[src/hw/rtl/fmenv_pkg.sv]
`default_nettype none

package fmenv_pkg;

	localparam int OPS    = 16;
	localparam int OP_W   = 4;
	localparam int MAX_CH = 4;

	localparam logic [1:0] LAST_SLOT = 2'd3;
	localparam int         DIR_BIT   = 7;

	// Power-on pitch offsets of the operators that start non-zero.
	localparam logic [7:0] SHIFT_OP4 = 8'd28;
	localparam logic [7:0] SHIFT_OP5 = 8'd12;
	localparam logic [7:0] SHIFT_OP7 = 8'd19;
	localparam logic [7:0] SHIFT_OP8 = 8'd36;

	typedef enum logic [1:0] {
		CMD_TICK    = 2'd0,
		CMD_NOTE    = 2'd1,
		CMD_LOAD    = 2'd2,
		CMD_SILENCE = 2'd3
	} cmd_t;

	typedef enum logic [1:0] {
		CFG_AMP_OFFSET     = 2'd0,
		CFG_CHANNEL_ENABLE = 2'd1,
		CFG_VELOCITY_MODE  = 2'd2
	} cfg_idx_t;

	typedef enum logic [0:0] {
		KIND_AMP   = 1'b0,
		KIND_PITCH = 1'b1
	} kind_t;

	typedef enum logic [1:0] {
		ACT_TICK  = 2'd0,
		ACT_PITCH = 2'd1,
		ACT_SET   = 2'd2,
		ACT_ZERO  = 2'd3
	} act_t;

	typedef enum logic [2:0] {
		ST_IDLE     = 3'd0,
		ST_TICK     = 3'd1,
		ST_PITCH    = 3'd2,
		ST_AMP      = 3'd3,
		ST_NOTE_OFF = 3'd4,
		ST_SILENCE  = 3'd5
	} state_t;

	typedef struct packed {
		logic [7:0] pitch_shift;
		logic [7:0] target;
		logic [7:0] step;
		logic [7:0] start;
	} op_param_t;

	typedef struct packed {
		logic       valid;
		cmd_t       cmd;
		logic [1:0] ch;
		logic       note_on;
		logic [7:0] pitch_base;
		logic [7:0] vel;
		logic [3:0] mask;
	} seq_req_t;

	typedef struct packed {
		logic [7:0] offset;
		logic       vmode;
	} seq_cfg_t;

	typedef struct packed {
		logic            en;
		logic [OP_W-1:0] addr;
		logic [7:0]      data;
	} amp_wr_t;

	function automatic int used_ch(input int n);
		return (n < MAX_CH) ? n : MAX_CH;
	endfunction

	function automatic op_param_t param_default(input logic [OP_W-1:0] op);
		op_param_t p;
		p = '0;
		case (op)
			4'd4:    p.pitch_shift = SHIFT_OP4;
			4'd5:    p.pitch_shift = SHIFT_OP5;
			4'd7:    p.pitch_shift = SHIFT_OP7;
			4'd8:    p.pitch_shift = SHIFT_OP8;
			default: p.pitch_shift = 8'd0;
		endcase
		return p;
	endfunction

endpackage

`default_nettype wire

[src/hw/rtl/fm_operator_envelope_engine_unit.sv]
`default_nettype none

// Envelope engine for four-operator FM voices, up to four channels.
// A request is taken on a clock edge where start is high and busy is low.
// Load requests update the operator parameter store and the channel transpose
// in that same edge, produce no results and leave busy low; so does a tick
// when no channel is both held and enabled. Other ticks, note events and
// silence requests are worked by a sequencer that walks the operators one per
// cycle against two memories (operator parameters and amplitudes): each
// operator is read in a cycle, modified and written back in the next, and
// presented in the cycle after that.
// Busy stays high while the operators are walked and until the last issued
// operator has been modified and written back; the next request can be taken
// once it falls. A tick walks every operator in use (16 with four channels)
// and emits only those of held, enabled channels; a note-on walks 8, a
// note-off 1, silence every operator in use. Results follow one per cycle,
// except where a tick skips a channel.
// Each result is shown for one cycle with result_valid high; last marks the
// final result of a request. The receiver cannot stall the results.
// Configuration writes (cfg_valid, always ready) are meant for idle periods.
// Reset clears the held mask and stored state and restores the configuration
// defaults; the memories report their power-on values until written.
module fm_operator_envelope_engine_unit import fmenv_pkg::*; #(
	parameter int CHANNELS = 4
) (
	input  wire logic        clk,
	input  wire logic        arst_n,
	input  wire logic        start,
	output logic             busy,
	input  wire logic [1:0]  cmd,
	input  wire logic [1:0]  channel,
	input  wire logic [1:0]  operator_slot,
	input  wire logic [7:0]  note,
	input  wire logic [7:0]  velocity,
	input  wire logic [7:0]  env_start,
	input  wire logic [7:0]  env_step,
	input  wire logic [7:0]  env_target,
	input  wire logic [7:0]  operator_shift,
	input  wire logic signed [7:0] channel_shift,
	input  wire logic        cfg_valid,
	output logic             cfg_ready,
	input  wire logic [1:0]  cfg_index,
	input  wire logic [7:0]  cfg_data,
	output logic             result_valid,
	output logic [3:0]       operator_index,
	output logic             kind,
	output logic [7:0]       value,
	output logic             last
);

	// Channels that can be addressed; higher channel numbers are ignored.
	localparam logic [3:0] USED_MASK = 4'((1 << used_ch(CHANNELS)) - 1);

	logic [7:0] amp_offset_q;
	logic [3:0] chan_enable_q;
	logic       vel_mode_q;
	logic [3:0] held_q;
	logic [7:0] chan_shift_q [MAX_CH];

	logic       accept;
	logic       ch_ok;
	cmd_t       cmd_in;
	seq_req_t   req;
	seq_cfg_t   seq_cfg;

	logic            param_wr_en;
	op_param_t       param_wr;
	logic [OP_W-1:0] rd_addr;
	op_param_t       param_rd;
	logic [7:0]      amp_rd;
	amp_wr_t         amp_wr;

	assign cfg_ready = 1'b1;
	assign accept    = start && !busy;
	assign cmd_in    = cmd_t'(cmd);
	assign ch_ok     = USED_MASK[channel];

	always_ff @(posedge clk or negedge arst_n) begin
		if (!arst_n) begin
			amp_offset_q  <= 8'd0;
			chan_enable_q <= 4'hF;
			vel_mode_q    <= 1'b0;
		end else if (cfg_valid && cfg_ready) begin
			case (cfg_index)
				CFG_AMP_OFFSET:     amp_offset_q  <= cfg_data;
				CFG_CHANNEL_ENABLE: chan_enable_q <= cfg_data[3:0];
				CFG_VELOCITY_MODE:  vel_mode_q    <= cfg_data[0];
				default:            vel_mode_q    <= vel_mode_q;
			endcase
		end
	end

	// The held mask follows every note event on an addressable channel, even a
	// disabled one, and silence clears it.
	always_ff @(posedge clk or negedge arst_n) begin
		if (!arst_n) begin
			held_q <= 4'd0;
		end else if (accept) begin
			if (cmd_in == CMD_NOTE && ch_ok) begin
				held_q[channel] <= (note != 8'd0);
			end else if (cmd_in == CMD_SILENCE) begin
				held_q <= 4'd0;
			end
		end
	end

	always_ff @(posedge clk or negedge arst_n) begin
		if (!arst_n) begin
			for (int i = 0; i < MAX_CH; i++) begin
				chan_shift_q[i] <= 8'd0;
			end
		end else if (accept && cmd_in == CMD_LOAD && ch_ok) begin
			chan_shift_q[channel] <= channel_shift;
		end
	end

	// Load requests go straight to the parameter store.
	assign param_wr_en          = accept && cmd_in == CMD_LOAD && ch_ok;
	assign param_wr.pitch_shift = operator_shift;
	assign param_wr.target      = env_target;
	assign param_wr.step        = env_step;
	assign param_wr.start       = env_start;

	// Only requests that produce results start the sequencer: a tick needs at
	// least one held and enabled channel, a note event an addressable and
	// enabled channel.
	always_comb begin
		req.cmd        = cmd_in;
		req.ch         = channel;
		req.note_on    = (note != 8'd0);
		req.pitch_base = note + chan_shift_q[channel];
		req.vel        = velocity;
		req.mask       = chan_enable_q & held_q & USED_MASK;
		case (cmd_in)
			CMD_TICK:    req.valid = accept && (req.mask != 4'd0);
			CMD_NOTE:    req.valid = accept && ch_ok && chan_enable_q[channel];
			CMD_SILENCE: req.valid = accept;
			default:     req.valid = 1'b0;
		endcase
	end

	assign seq_cfg.offset = amp_offset_q;
	assign seq_cfg.vmode  = vel_mode_q;

	fmenv_param_mem u_param_mem (
		.clk     (clk),
		.arst_n  (arst_n),
		.wr_en   (param_wr_en),
		.wr_addr ({channel, operator_slot}),
		.wr_data (param_wr),
		.rd_addr (rd_addr),
		.rd_data (param_rd)
	);

	fmenv_amp_mem u_amp_mem (
		.clk     (clk),
		.arst_n  (arst_n),
		.wr      (amp_wr),
		.rd_addr (rd_addr),
		.rd_data (amp_rd)
	);

	fmenv_seq #(
		.CHANNELS (CHANNELS)
	) u_seq (
		.clk            (clk),
		.arst_n         (arst_n),
		.req            (req),
		.cfg            (seq_cfg),
		.busy           (busy),
		.rd_addr        (rd_addr),
		.param          (param_rd),
		.amp_rd         (amp_rd),
		.amp_wr         (amp_wr),
		.result_valid   (result_valid),
		.operator_index (operator_index),
		.kind           (kind),
		.value          (value),
		.last           (last)
	);

endmodule

`default_nettype wire

[src/hw/rtl/fmenv_param_mem.sv]
`default_nettype none

// Operator parameter store. Entries never written read as their power-on values.
module fmenv_param_mem import fmenv_pkg::*; (
	input  wire logic            clk,
	input  wire logic            arst_n,
	input  wire logic            wr_en,
	input  wire logic [OP_W-1:0] wr_addr,
	input  wire op_param_t       wr_data,
	input  wire logic [OP_W-1:0] rd_addr,
	output op_param_t            rd_data
);

	op_param_t       mem [OPS];
	op_param_t       data_q;
	logic [OP_W-1:0] addr_q;
	logic [OPS-1:0]  vld_q;
	logic            rd_vld_q;

	always_ff @(posedge clk) begin
		if (wr_en) begin
			mem[wr_addr] <= wr_data;
		end
		data_q <= mem[rd_addr];
		addr_q <= rd_addr;
	end

	always_ff @(posedge clk or negedge arst_n) begin
		if (!arst_n) begin
			vld_q    <= '0;
			rd_vld_q <= 1'b0;
		end else begin
			if (wr_en) begin
				vld_q[wr_addr] <= 1'b1;
			end
			rd_vld_q <= vld_q[rd_addr];
		end
	end

	assign rd_data = rd_vld_q ? data_q : param_default(addr_q);

endmodule

`default_nettype wire

[src/hw/rtl/fmenv_amp_mem.sv]
`default_nettype none

// Amplitude store. Entries never written read as zero.
module fmenv_amp_mem import fmenv_pkg::*; (
	input  wire logic            clk,
	input  wire logic            arst_n,
	input  wire amp_wr_t         wr,
	input  wire logic [OP_W-1:0] rd_addr,
	output logic [7:0]           rd_data
);

	logic [7:0]     mem [OPS];
	logic [7:0]     data_q;
	logic [OPS-1:0] vld_q;
	logic           rd_vld_q;

	always_ff @(posedge clk) begin
		if (wr.en) begin
			mem[wr.addr] <= wr.data;
		end
		data_q <= mem[rd_addr];
	end

	always_ff @(posedge clk or negedge arst_n) begin
		if (!arst_n) begin
			vld_q    <= '0;
			rd_vld_q <= 1'b0;
		end else begin
			if (wr.en) begin
				vld_q[wr.addr] <= 1'b1;
			end
			rd_vld_q <= vld_q[rd_addr];
		end
	end

	assign rd_data = rd_vld_q ? data_q : 8'd0;

endmodule

`default_nettype wire

[src/hw/rtl/fmenv_seq.sv]
`default_nettype none

// Operator sequencer: issues one memory read per cycle, then modifies and
// writes back each operator in the next cycle and registers its result.
module fmenv_seq import fmenv_pkg::*; #(
	parameter int CHANNELS = 4
) (
	input  wire logic            clk,
	input  wire logic            arst_n,
	input  wire seq_req_t        req,
	input  wire seq_cfg_t        cfg,
	output logic                 busy,
	output logic [OP_W-1:0]      rd_addr,
	input  wire op_param_t       param,
	input  wire logic [7:0]      amp_rd,
	output amp_wr_t              amp_wr,
	output logic                 result_valid,
	output logic [OP_W-1:0]      operator_index,
	output logic                 kind,
	output logic [7:0]           value,
	output logic                 last
);

	localparam int              NUM_OPS = used_ch(CHANNELS) * 4;
	localparam logic [OP_W-1:0] LAST_OP = OP_W'(NUM_OPS - 1);

	state_t          state_q, state_d;
	logic [OP_W-1:0] op_q, op_d;
	logic [3:0]      mask_q;
	logic [7:0]      pitch_base_q;
	logic [7:0]      vel_q;

	logic            iss_valid;
	act_t            iss_act;
	logic            iss_last;

	logic            valid_s1;
	act_t            act_s1;
	logic [OP_W-1:0] op_s1;
	logic            last_s1;

	logic            res_valid_q;
	logic [OP_W-1:0] res_op_q;
	kind_t           res_kind_q;
	logic [7:0]      res_value_q;
	logic            res_last_q;

	logic [7:0]      new_amp;
	logic [7:0]      diff;
	kind_t           res_kind;
	logic [7:0]      res_value;

	always_ff @(posedge clk or negedge arst_n) begin
		if (!arst_n) begin
			state_q <= ST_IDLE;
		end else begin
			state_q <= state_d;
		end
	end

	always_comb begin
		state_d   = state_q;
		op_d      = op_q;
		iss_valid = 1'b0;
		iss_act   = ACT_TICK;
		iss_last  = 1'b0;
		case (state_q)
			ST_IDLE: begin
				if (req.valid) begin
					case (req.cmd)
						CMD_TICK: begin
							state_d = ST_TICK;
							op_d    = '0;
						end
						CMD_NOTE: begin
							state_d = req.note_on ? ST_PITCH : ST_NOTE_OFF;
							op_d    = {req.ch, req.note_on ? 2'd0 : LAST_SLOT};
						end
						CMD_SILENCE: begin
							state_d = ST_SILENCE;
							op_d    = '0;
						end
						default: state_d = ST_IDLE;
					endcase
				end
			end
			ST_TICK: begin
				iss_valid = mask_q[op_q[3:2]];
				iss_act   = ACT_TICK;
				iss_last  = (op_q[1:0] == LAST_SLOT)
					&& ((mask_q >> ({1'b0, op_q[3:2]} + 3'd1)) == 4'd0);
				op_d      = op_q + 1'b1;
				if (op_q == LAST_OP) begin
					state_d = ST_IDLE;
				end
			end
			ST_PITCH: begin
				iss_valid = 1'b1;
				iss_act   = ACT_PITCH;
				op_d      = op_q + 1'b1;
				if (op_q[1:0] == LAST_SLOT) begin
					state_d = ST_AMP;
					op_d    = {op_q[3:2], 2'd0};
				end
			end
			ST_AMP: begin
				iss_valid = 1'b1;
				iss_act   = ACT_SET;
				iss_last  = (op_q[1:0] == LAST_SLOT);
				op_d      = op_q + 1'b1;
				if (op_q[1:0] == LAST_SLOT) begin
					state_d = ST_IDLE;
				end
			end
			ST_NOTE_OFF: begin
				iss_valid = 1'b1;
				iss_act   = ACT_ZERO;
				iss_last  = 1'b1;
				state_d   = ST_IDLE;
			end
			ST_SILENCE: begin
				iss_valid = 1'b1;
				iss_act   = ACT_ZERO;
				iss_last  = (op_q == LAST_OP);
				op_d      = op_q + 1'b1;
				if (op_q == LAST_OP) begin
					state_d = ST_IDLE;
				end
			end
			default: state_d = ST_IDLE;
		endcase
	end

	always_ff @(posedge clk) begin
		op_q <= op_d;
		if (state_q == ST_IDLE && req.valid) begin
			mask_q       <= req.mask;
			pitch_base_q <= req.pitch_base;
			vel_q        <= req.vel;
		end
		act_s1  <= iss_act;
		op_s1   <= op_q;
		last_s1 <= iss_last;
	end

	assign rd_addr = op_q;
	assign busy    = (state_q != ST_IDLE) || valid_s1;

	always_comb begin
		diff      = param.target - amp_rd;
		new_amp   = 8'd0;
		res_kind  = KIND_AMP;
		case (act_s1)
			ACT_TICK: begin
				new_amp = (diff[DIR_BIT] ^ param.step[DIR_BIT]) ? amp_rd - param.step
					: param.target;
			end
			ACT_PITCH: res_kind = KIND_PITCH;
			ACT_SET: begin
				new_amp = (op_s1[1:0] == LAST_SLOT && cfg.vmode) ? vel_q : param.start;
			end
			ACT_ZERO: new_amp = 8'd0;
			default:  new_amp = 8'd0;
		endcase
		if (res_kind == KIND_PITCH) begin
			res_value = param.pitch_shift + pitch_base_q;
		end else begin
			res_value = {4'd0, new_amp[7:4]} + cfg.offset;
		end
	end

	assign amp_wr.en   = valid_s1 && (res_kind == KIND_AMP);
	assign amp_wr.addr = op_s1;
	assign amp_wr.data = new_amp;

	always_ff @(posedge clk or negedge arst_n) begin
		if (!arst_n) begin
			valid_s1    <= 1'b0;
			res_valid_q <= 1'b0;
		end else begin
			valid_s1    <= iss_valid;
			res_valid_q <= valid_s1;
		end
	end

	always_ff @(posedge clk) begin
		res_op_q    <= op_s1;
		res_kind_q  <= res_kind;
		res_value_q <= res_value;
		res_last_q  <= last_s1;
	end

	assign result_valid   = res_valid_q;
	assign operator_index = res_op_q;
	assign kind           = res_kind_q;
	assign value          = res_value_q;
	assign last           = res_last_q;

endmodule

`default_nettype wire
[config.mk]
export PLATFORM = sky130hd
export DESIGN_NAME = fm_operator_envelope_engine_unit
export DESIGN_NICKNAME = d
export VERILOG_FILES = /design/src/hw/rtl/fmenv_pkg.sv /design/src/hw/rtl/fm_operator_envelope_engine_unit.sv /design/src/hw/rtl/fmenv_param_mem.sv /design/src/hw/rtl/fmenv_amp_mem.sv /design/src/hw/rtl/fmenv_seq.sv
export SDC_FILE = /design/constraint.sdc
export NUM_CORES = 1
export LEC_CHECK = 0
export BUFFER_PORTS_ARGS = -buffer_cell sky130_fd_sc_hd__buf_2
export CELL_PAD_IN_SITES_DETAIL_PLACEMENT = 1
export CELL_PAD_IN_SITES_GLOBAL_PLACEMENT = 1
export CORE_MARGIN = 2
export CORE_UTILIZATION = 49
export CTS_CLUSTER_DIAMETER = 120
export DETAILED_ROUTE_END_ITERATION = 12
export PLACE_DENSITY_LB_ADDON = 0.1
export SLEW_MARGIN = 20
export SYNTH_ARGS = -nofsm -noshare
export SYNTH_HDL_FRONTEND = slang
export SYNTH_HIERARCHICAL = 1
export SYNTH_SLANG_ARGS = --single-unit
[constraint.sdc]
create_clock -name clk -period 4.95 [get_ports clk]
set_input_delay 0.7425 -clock clk [delete_from_list [all_inputs] [get_ports clk]]
set_output_delay 0.7425 -clock clk [all_outputs]
set_load 0.02 [all_outputs]
==> results of run 1 <==
-- kinds of logic after synthesis --
kind of cell / share of synthesized area
adder cells (fa/ha/maj): 0.01603
XOR/XNOR: 0.006933
AO/OA/AOI/OAI: 0.04067
multiplexers: 0.1476
AND/OR/NAND/NOR: 0.04497
buffers and inverters: 0.01782
other: 0.0001161
flip-flops: 0.7258
-- area by class of cell --
class	count	area [sq um]	share of cell area
Clock inverter	49	432.9	0.01182
Inverter	34	127.6	0.003483
Multi-Input combinational cell	775	8446	0.2305
Sequential cell	817	23450	0.6400
Timing Repair Buffer	129	830.8	0.02268
Clock buffer	108	2273	0.06205
Tap cell	864	1081	0.02951
-- worst max-delay path: cells and delay by family (launching register included) --
kind	cells	cell delay (ns)
flip-flops	1	0.55
AND/OR/NAND/NOR	5	0.79
adder cells (fa/ha/maj)	2	0.70
AO/OA/AOI/OAI	6	1.40
XOR/XNOR	2	0.77
-- state kept, by name (all words and copies together) (netlist names), 8 cells and up --
register,flops
amp_offset_q,8
chan_shift_q,32
u_amp_mem/data_q,8
u_amp_mem/mem,128
u_amp_mem/vld_q,16
u_param_mem/data_q,32
u_param_mem/mem,512
u_param_mem/vld_q,16
u_seq/pitch_base_q,8
u_seq/value,8
u_seq/vel_q,8
-- worst paths after layout --
kind	slack, ns	end
setup / recovery	0.63	u_seq/value[6]$_DFF_P_
hold / removal	0.24	u_amp_mem/vld_q[12]$_DFFE_PN0P_
setup reg to reg	0.63	u_seq/value[6]$_DFF_P_
hold reg to reg	0.37	u_seq/last$_DFF_P_
max in group asynchronous	3.69	chan_enable_q[0]$_DFFE_PN1P_
min in group clk	0.30	u_seq/vel_q[1]$_DFFE_PP_
-- metal layers --
layer,vias up,track usage,share of wire
met4,8,0.06079,0.021
li1,7075,-,-
met1,8753,0.3131,0.43
met5,-,0,0.00073
met3,112,0.03574,0.047
met2,385,0.3750,0.50
-- stage by stage --
stage            util  worst slack [ns]
3_3_place_gp   0.5179            0.7429
6_report       0.5593            0.6272
2_1_floorplan       -            0.2051
5_1_grt        0.5593            0.2583
4_1_cts        0.5592            0.5898
3_5_place_dp   0.5179            0.6031
-- where the power goes --
part	leakage (nW)	internal, W	switching, W
combinational	3.78	0.00244	0.00348
sequential	7.64	0.00848	0.000365
clock	1.32	0.00358	0.00262
total	12.7	0.0145	0.00647
-- cell usage in the layout (no fill, tap or decap), types with 13 or more instances in the layout --
cell type,n
buf_4,32
nor2_4,13
mux2_2,51
ha_1,35
mux4_2,163
buf_2,90
dfxtp_1,65
dfrtp_1,84
o21ai_0,20
nor2_1,40
xnor2_1,14
clkinv_1,17
mux2i_1,13
mux4_1,15
edfxtp_1,664
a22oi_1,86
or2_2,32
a21oi_1,32
inv_1,33
and2_1,41
nand2_1,74
clkbuf_16,85
clkbuf_1,17
==> run_results.csv, run 1 <==
group,metric,value,unit
synthesis,netlist_area,32300,sq um
clocking,clk_latency,0.64,ns
placed_design,placed_area,33930,sq um
clocking,cts.sinks,817,
final_layout,postLayoutCellArea,36640,sq um
synthesis,syn-num-nets,1813,
grt,grt_pass1_wl,111900,um
timing,layout_min_cycle_time,4.323,ns
die,die_h,260.8,um
worst_setup_path,worstSetupPathType,"flip-flop to flip-flop",
timing,fin_skew,0.01929,ns
timing,tightest_slew,1.155,ns
pwr,power.density,572.5,nW/um^2
worst_setup_path,arrival,4.81,ns
clocking,cts_hold_buffers,0,
placed_design,dp_hpwl,44820,um
synthesis,synth-edff-count,664,
clocking,post_cts_resized,0,
grt,grt_overflow,0,
clocking,path_clk_slew,0.06,ns
synthesis,ys_warn_count,6,
pwr,cellLeakagePower,12.74,nW
clocking,clock_path_buffers,3,
synthesis,seq_area_frac_synth,0.7258,
timing,rsz0062_at_grt,"no",
flow_run,cap_violations,0,
grt,gr-usage-all-layers,0.2259,
worst_setup_path,path_max_fanout,17,
worst_setup_path,crit_chain,"and2_1, ha_1, nand2_1, o21ai_0, a21oi_1, xnor2_2, and2_4, o31a_1, ha_1, nor2b_1, o21ai_0, a21oi_1, xor2_1, nand2_1, o31ai_1",
detailed_routing,drc,0,
synthesis,synth_top_area_share,0.6172,
run_status,status,"finished clean",
final_layout,fill_cells,5708,
grt,grt_max_degree,62,
timing,setup_tns,0,ns
die,rows,94,
synthesis,yosysUniqueCellTypes,69,
final_layout,fin_nets,1957,
detailed_routing,wirelength,75310,um
detailed_routing,wl_per_cell,27.13,um
clocking,htree_levels,3,
final_layout,final_cells,2776,
synthesis,async_flop_share,0.1077,
detailed_routing,vias,16330,
worst_setup_path,r2r_start,"u_param_mem/rd_vld_q$_DFF_PN0_",
detailed_routing,drtIter0Drc,1238,
synthesis,synth_area_per_cell,19.03,sq um
synthesis,synthTopCellsByCount,"664 x edfxtp_1, 163 x mux4_2, 86 x a22oi_1",
timing,maxSlewViolCount,0,
synthesis,synth_most_common_cell,"edfxtp_1",
worst_setup_path,critPathLaunchType,"flip-flop",
synthesis,ys_ff_latch,817,
worst_setup_path,critPathLaunch,"u_param_mem/rd_vld_q$_DFF_PN0_",
clocking,cts_made_buffers,85,
placed_design,io_buffers,91,
synthesis,synthFlopType,"edfxtp_1",
placed_design,dp.cells,2619,
worst_setup_path,critical_path.max_stage_delay,0.61,ns
synthesis,synthTopCellsByArea,"edfxtp_1 62%, mux4_2 11%, dfrtp_1 6.5%",
worst_setup_path,critPathSlowestCell,"xnor2_2",
timing,max_freq,0.2313,GHz
die,die_area,68000,sq um
worst_setup_path,cp.required,5.44,ns
final_layout,diodes,0,
detailed_routing,via_per_inst,5.884,
clocking,root_buffer,"clkbuf_16",
final_layout,drive_above_1_share,0.2829,
clocking,cts_tree,"built",
die,start_util,0.4931,
timing,period_share,0.8733,
timing,fin_hold_ws,0.2373,ns
grt,grt_pass1_vias,17420,
timing,setup_viol,0,
detailed_routing,first_pass_iters,5,
worst_setup_path,end_kind,"flip-flop",
die,die_w,260.8,um
final_layout,syn2layout_area_growth,13.42,%
timing,worst_slew_margin_rel,0.2275,
clocking,postCtsSetupRepairBufs,0,
grt,antenna_found_initial,9,
pwr,total_power,0.02098,W
synthesis,synth_top_area_cell,"edfxtp_1",
worst_setup_path,worstRegToRegCells,15,
synthesis,synth_cells,1698,
hold_path,min_path_type,"input port to async pin",
pwr,max-vdd-ir-drop,480.2,uV
die,core_region_area,65510,sq um
detailed_routing,antenna_left,0,
placed_design,place_congestion,0.7837,
die,io_pins,93,
timing,finalHoldViolCount,0,
No activity file was read; power rests on OpenSTA's default activity.
==> inputs of run 2 (changes only) <==
--- a/config.mk
+++ b/config.mk
@@ -13,6 +13,7 @@
 export CTS_CLUSTER_DIAMETER = 120
 export DETAILED_ROUTE_END_ITERATION = 12
 export PLACE_DENSITY_LB_ADDON = 0.1
+export REMOVE_ABC_BUFFERS = 1
 export SLEW_MARGIN = 20
 export SYNTH_ARGS = -nofsm -noshare
 export SYNTH_HDL_FRONTEND = slang
==> run 2 against run 1 <==
Die area stayed put. Register-to-register slack worse by 0.17 ns. First-iteration DRC count is 7.2% lower. Non-clock buffer count is 1 higher. Clock power hardly changed. Largest cell class unchanged. Largest power group unchanged.
==> run_results.csv, run 2 (synthesis gave the netlist of run 1 again) <==
group,metric,value,unit
run_status,status,"finished clean",
grt,antenna_found_initial,10,
final_layout,drive_above_1_share,0.2794,
die,io_pins,93,
worst_setup_path,worstSetupPathType,"flip-flop to flip-flop",
final_layout,syn2layout_area_growth,13.61,%
timing,fin_skew,0.01497,ns
die,die_w,260.8,um
detailed_routing,drtIter0Drc,1149,
clocking,cts_made_buffers,84,
detailed_routing,vias,16330,
placed_design,dp_hpwl,46270,um
detailed_routing,via_per_inst,5.879,
worst_setup_path,r2r_start,"u_param_mem/rd_vld_q$_DFF_PN0_",
grt,grt_overflow,0,
pwr,cellLeakagePower,12.74,nW
final_layout,largest_reg_flops,512,
grt,grt_pass1_wl,116100,um
clocking,postCtsSetupRepairBufs,0,
placed_design,place_congestion,0.8267,
clocking,path_clk_slew,0.06,ns
timing,finalHoldViolCount,0,
worst_setup_path,critPathLaunch,"u_param_mem/rd_vld_q$_DFF_PN0_",
final_layout,top_register,"u_param_mem/mem",
timing,setup_ws,0.4534,ns
clocking,cts.sinks,817,
die,die_area,68000,sq um
die,start_util,0.4931,
clocking,cts_hold_buffers,0,
grt,gr-usage-all-layers,0.2356,
placed_design,pre_cts_ws,0.4421,ns
placed_design,io_buffers,91,
worst_setup_path,cp.required,5.47,ns
die,die_h,260.8,um
worst_setup_path,end_kind,"flip-flop",
clocking,htree_levels,3,
timing,setup_viol,0,
clocking,root_buffer,"clkbuf_16",
timing,setup_tns,0,ns
final_layout,fill_cells,5754,
grt,grt_max_degree,134,
final_layout,regArea,23450,sq um
detailed_routing,antenna_left,0,
final_layout,final_common_cell,"edfxtp_1",
worst_setup_path,critPathLaunchType,"flip-flop",
final_layout,final_cell_mix,"664 x edfxtp_1, 163 x mux4_2, 90 x buf_2, 86 x a22oi_1, 85 x clkbuf_16",
final_layout,multi_input_area,8457,sq um
hold_path,min_path_type,"input port to async pin",
final_layout,fin_nets,1957,
final_layout,final_cells,2778,
flow_run,cap_violations,0,
timing,period_share,0.9084,
detailed_routing,wirelength,77940,um
grt,grt_pass1_vias,17640,
clocking,clk_latency,0.63,ns
timing,maxSlewViolCount,0,
timing,layout_min_cycle_time,4.497,ns
timing,worst_slew_margin_rel,0.2464,
detailed_routing,first_pass_iters,5,
pwr,power.density,569.5,nW/um^2
pwr,max-vdd-ir-drop,400.5,uV
clocking,cts_tree,"built",
die,rows,94,
timing,rsz0062_at_grt,"no",
placed_design,dp.cells,2620,
clocking,clock_path_buffers,3,
pwr,total_power,0.02090,W
final_layout,reg_top3,"u_param_mem/mem: 512 flops, u_amp_mem/mem: 128 flops",
timing,tightest_slew,1.124,ns
die,core_region_area,65510,sq um
worst_setup_path,path_max_fanout,28,
clocking,post_cts_resized,0,
timing,max_freq,0.2224,GHz
worst_setup_path,arrival,5.01,ns
detailed_routing,drc,0,
detailed_routing,wl_per_cell,28.06,um
run 2: changes by cell type in the layout (fill, tap and decap cells not counted), sizes merged:
cell / before / now
clkinv: 34 / 30
clkbuf: 108 / 111
diode: 0 / 3
inv: 39 / 37
buf: 129 / 130
bufinv: 6 / 7
run 2: worst paths after layout:
kind | slack, ns | end | cells after the start
max in group asynchronous | 3.70 | chan_shift_q[0]$_DFFE_PN0P_ | 2
hold / removal | 0.19 | u_amp_mem/vld_q[12]$_DFFE_PN0P_ | 1
setup / recovery | 0.45 | u_seq/value[6]$_DFF_P_ | 18
min in group clk | 0.31 | u_seq/vel_q[5]$_DFFE_PP_ | 1
hold reg to reg | 0.34 | u_seq/last$_DFF_P_ | 0
setup reg to reg | 0.45 | u_seq/value[6]$_DFF_P_ | 18
run 2: power breakdown:
group / switching, W / total [W] / internal, W
Sequential: 0.000296 / 0.00878 / 0.00849
Combinational: 0.00348 / 0.00590 / 0.00242
Clock: 0.00262 / 0.00621 / 0.00359
run 2: layout make-up:
type                    count  share of cell area
diodes                      3           0.0002046
clock inverters            44             0.01258
multi-input cells         775              0.2304
inverters                  34            0.003477
well taps                 864             0.02946
repair buffers            130             0.02352
clock buffers             111             0.06143
flip-flops and latches    817              0.6389
run 2: worst max-delay path, cell delays in order (launching register included):
cell	delay, ns
dfrtp_1	0.43
buf_4	0.30
and2_1	0.20
ha_1	0.25
a21oi_1	0.15
o21ai_0	0.10
a21oi_1	0.33
xnor2_4	0.27
mux2_2	0.25
o21a_1	0.50
ha_1	0.29
inv_1	0.06
fa_1	0.41
nor2b_1	0.15
o21ai_0	0.12
a21oi_1	0.20
xor2_1	0.16
nand2_1	0.09
o31ai_1	0.12
run 2: metal layers:
layer  global-route usage  vias up  share of wire
li1                     -     7094              -
met4              0.05841        6          0.021
met3              0.04303      124          0.053
met2               0.3910      399           0.50
met1               0.3249     8709           0.43
met5                    0        -        0.00036
run 2: metrics by stage:
| stage | instance area [sq um] | util | hold WS [ns] |
|---|---|---|---|
| 2_1_floorplan | 31860 | - | 0.3096 |
| 3_3_place_gp | 33940 | 0.5181 | 0.3155 |
| 3_5_place_dp | 33960 | 0.5184 | 0.3253 |
| 4_1_cts | 36680 | 0.5599 | 0.1893 |
| 5_1_grt | 36690 | 0.5601 | 0.2148 |
| 6_report | 36700 | 0.5602 | 0.1860 |
==> inputs of run 3 (changes only) <==
--- a/config.mk
+++ b/config.mk
@@ -13,6 +13,7 @@
 export CTS_CLUSTER_DIAMETER = 120
 export DETAILED_ROUTE_END_ITERATION = 12
 export PLACE_DENSITY_LB_ADDON = 0.1
+export RECOVER_POWER = 25
 export REMOVE_ABC_BUFFERS = 1
 export SLEW_MARGIN = 20
 export SYNTH_ARGS = -nofsm -noshare
==> run 3 against run 2 <==
Clock skew is 0.00085 ns lower. Fmax is 0.12% higher. Via count is 0.38% higher. Global-route usage stayed put. Non-clock buffer count stayed put. Routed wire length hardly changed. Combinational power hardly changed. Largest power group unchanged. Worst hold slack better by 0.0016 ns. Core utilization is 0.075 points lower. Flip-flop and latch count stayed put. Clock power hardly changed.
==> run_results.csv, run 3 (synthesis gave the netlist of run 1 again) <==
group,metric,value,unit
detailed_routing,first_pass_iters,5,
pwr,cellLeakagePower,12.64,nW
timing,fin_hold_ws,0.1876,ns
grt,gr-usage-all-layers,0.2356,
flow_run,cap_violations,0,
detailed_routing,wirelength,77870,um
die,core_region_area,65510,sq um
grt,grt_max_degree,134,
final_layout,utilization,0.5595,
timing,period_share,0.9073,
final_layout,drive_above_1_share,0.2611,
grt,grt_pass1_wl,116100,um
timing,tightest_slew,1.115,ns
grt,antenna_found_initial,7,
final_layout,final_common_cell,"edfxtp_1",
run_status,status,"finished clean",
worst_setup_path,cp.buffers_inverters,2,
clocking,postCtsSetupRepairBufs,0,
worst_setup_path,critPathLaunchType,"flip-flop",
clocking,clk_latency,0.63,ns
detailed_routing,antenna_left,0,
final_layout,syn2layout_area_growth,13.46,%
clocking,cts.sinks,817,
die,die_w,260.8,um
timing,setup_viol,0,
timing,worst_slew_margin_rel,0.2529,
worst_setup_path,crit_chain,"buf_4, and2_1, ha_1, a21oi_1, o21ai_0, a21oi_1, xnor2_4, mux2_2, o21a_1, ha_1, inv_1, fa_1, nor2b_1, o21ai_0, a21oi_1, xor2_1, nand2_1, o31ai_1",
clocking,cts_hold_buffers,0,
placed_design,io_buffers,91,
clocking,post_cts_resized,0,
clocking,htree_levels,3,
detailed_routing,drc,0,
placed_design,dp_hpwl,46270,um
clocking,cts_tree,"built",
worst_setup_path,cpLargestDelayFamily,"compound AO/OA/AOI/OAI gates",
grt,grt_pass1_vias,17640,
worst_setup_path,cp.required,5.47,ns
pwr,power.density,570.0,nW/um^2
worst_setup_path,critical_path.max_stage_delay,0.50,ns
die,rows,94,
final_layout,reg_top3,"u_param_mem/mem: 512 flops, u_amp_mem/mem: 128 flops",
timing,fin_skew,0.01412,ns
clocking,root_buffer,"clkbuf_16",
die,die_h,260.8,um
detailed_routing,vias,16390,
worst_setup_path,arrival,5.01,ns
worst_setup_path,end_kind,"flip-flop",
worst_setup_path,cp_common_cell,"a21oi_1",
detailed_routing,drtIter0Drc,1182,
clocking,clock_path_buffers,3,
hold_path,min_path_type,"input port to async pin",
die,io_pins,93,
timing,layout_min_cycle_time,4.491,ns
detailed_routing,via_per_inst,5.906,
clocking,path_clk_slew,0.06,ns
die,die_area,68000,sq um
worst_setup_path,worstSetupPathType,"flip-flop to flip-flop",
timing,rsz0062_at_grt,"no",
timing,max_freq,0.2227,GHz
worst_setup_path,path_max_fanout,28,
final_layout,fin_nets,1957,
placed_design,place_congestion,0.8267,
detailed_routing,wl_per_cell,28.05,um
die,start_util,0.4931,
final_layout,top_register,"u_param_mem/mem",
worst_setup_path,critPathSlowestCell,"o21a_1",
final_layout,largest_reg_flops,512,
timing,finalHoldViolCount,0,
pwr,max-vdd-ir-drop,397.5,uV
timing,maxSlewViolCount,0,
final_layout,final_cell_mix,"664 x edfxtp_1, 163 x mux4_2, 86 x a22oi_1, 85 x clkbuf_16, 84 x dfrtp_1",
grt,grt_overflow,0,
clocking,cts_made_buffers,84,
## run 3: final cells by class
cell class                 instances  area, sq um
fill                            5765        28860
sequential                       817        23450
antenna                            1        2.502
clock buffer                     111         2255
tap                              864         1081
timing repair buffer             130        819.5
inverter                          34        127.6
multi-input combinational        775         8457
clock inverter                    44        461.7
## run 3: worst register-to-register path, cell delays in order (launching register included)
cell,delay [ns]
dfrtp_1,0.43
buf_4,0.30
and2_1,0.21
ha_1,0.25
a21oi_1,0.15
o21ai_0,0.10
a21oi_1,0.33
xnor2_4,0.27
mux2_2,0.25
o21a_1,0.50
ha_1,0.30
inv_1,0.06
fa_1,0.41
nor2b_1,0.15
o21ai_0,0.12
a21oi_1,0.20
xor2_1,0.16
nand2_1,0.09
o31ai_1,0.12
## run 3: path summary, 6_finish.rpt
path / slack [ns] / cells after the start / from / endpoint
worst max-delay path: 0.46 / 18 / u_param_mem/rd_vld_q$_DFF_PN0_ / u_seq/value[6]$_DFF_P_
max in group asynchronous: 3.70 / 2 / arst_n / chan_shift_q[0]$_DFFE_PN0P_
min in group clk: 0.31 / 1 / velocity[5] / u_seq/vel_q[5]$_DFFE_PP_
worst max register to register: 0.46 / 18 / u_param_mem/rd_vld_q$_DFF_PN0_ / u_seq/value[6]$_DFF_P_
worst min register to register: 0.34 / 0 / u_seq/last_s1$_SDFF_PN0_ / u_seq/last$_DFF_P_
worst min-delay path: 0.19 / 1 / arst_n / u_amp_mem/vld_q[12]$_DFFE_PN0P_
## run 3: layer usage
| metal | vias to the layer above | share of wire | global-route usage | routed length, um |
|---|---|---|---|---|
| met4 | 2 | 0.021 | 0.05841 | 1619 |
| met1 | 8732 | 0.42 | 0.3249 | 33080 |
| met2 | 449 | 0.50 | 0.3910 | 38820 |
| met5 | - | 0.00017 | 0 | 13 |
| met3 | 121 | 0.056 | 0.04303 | 4336 |
| li1 | 7090 | - | - | - |
## run 3: metrics by stage
stage / worst slack, ns / area, sq um / cells / TNS (ns) / total power [W]
final: 0.4588 / 36650 / 2776 / 0 / 0.02089
after detailed placement: 0.4421 / 33960 / 2620 / 0 / 0.01489
after floorplan: -2.811 / 31860 / 1626 / -135.33 / 0.01303
after CTS: 0.3234 / 36680 / 2775 / 0 / 0.02114
after global placement: 0.5925 / 33940 / 2619 / 0 / 0.01473
after global routing: 0.01179 / 36650 / 2775 / 0 / 0.02188
## run 3: power by group
group          internal [W]  switching, W  total, W
clock network       0.00359       0.00262   0.00621
logic               0.00242       0.00348   0.00589
registers           0.00849      0.000295   0.00878
total                0.0145       0.00639    0.0209
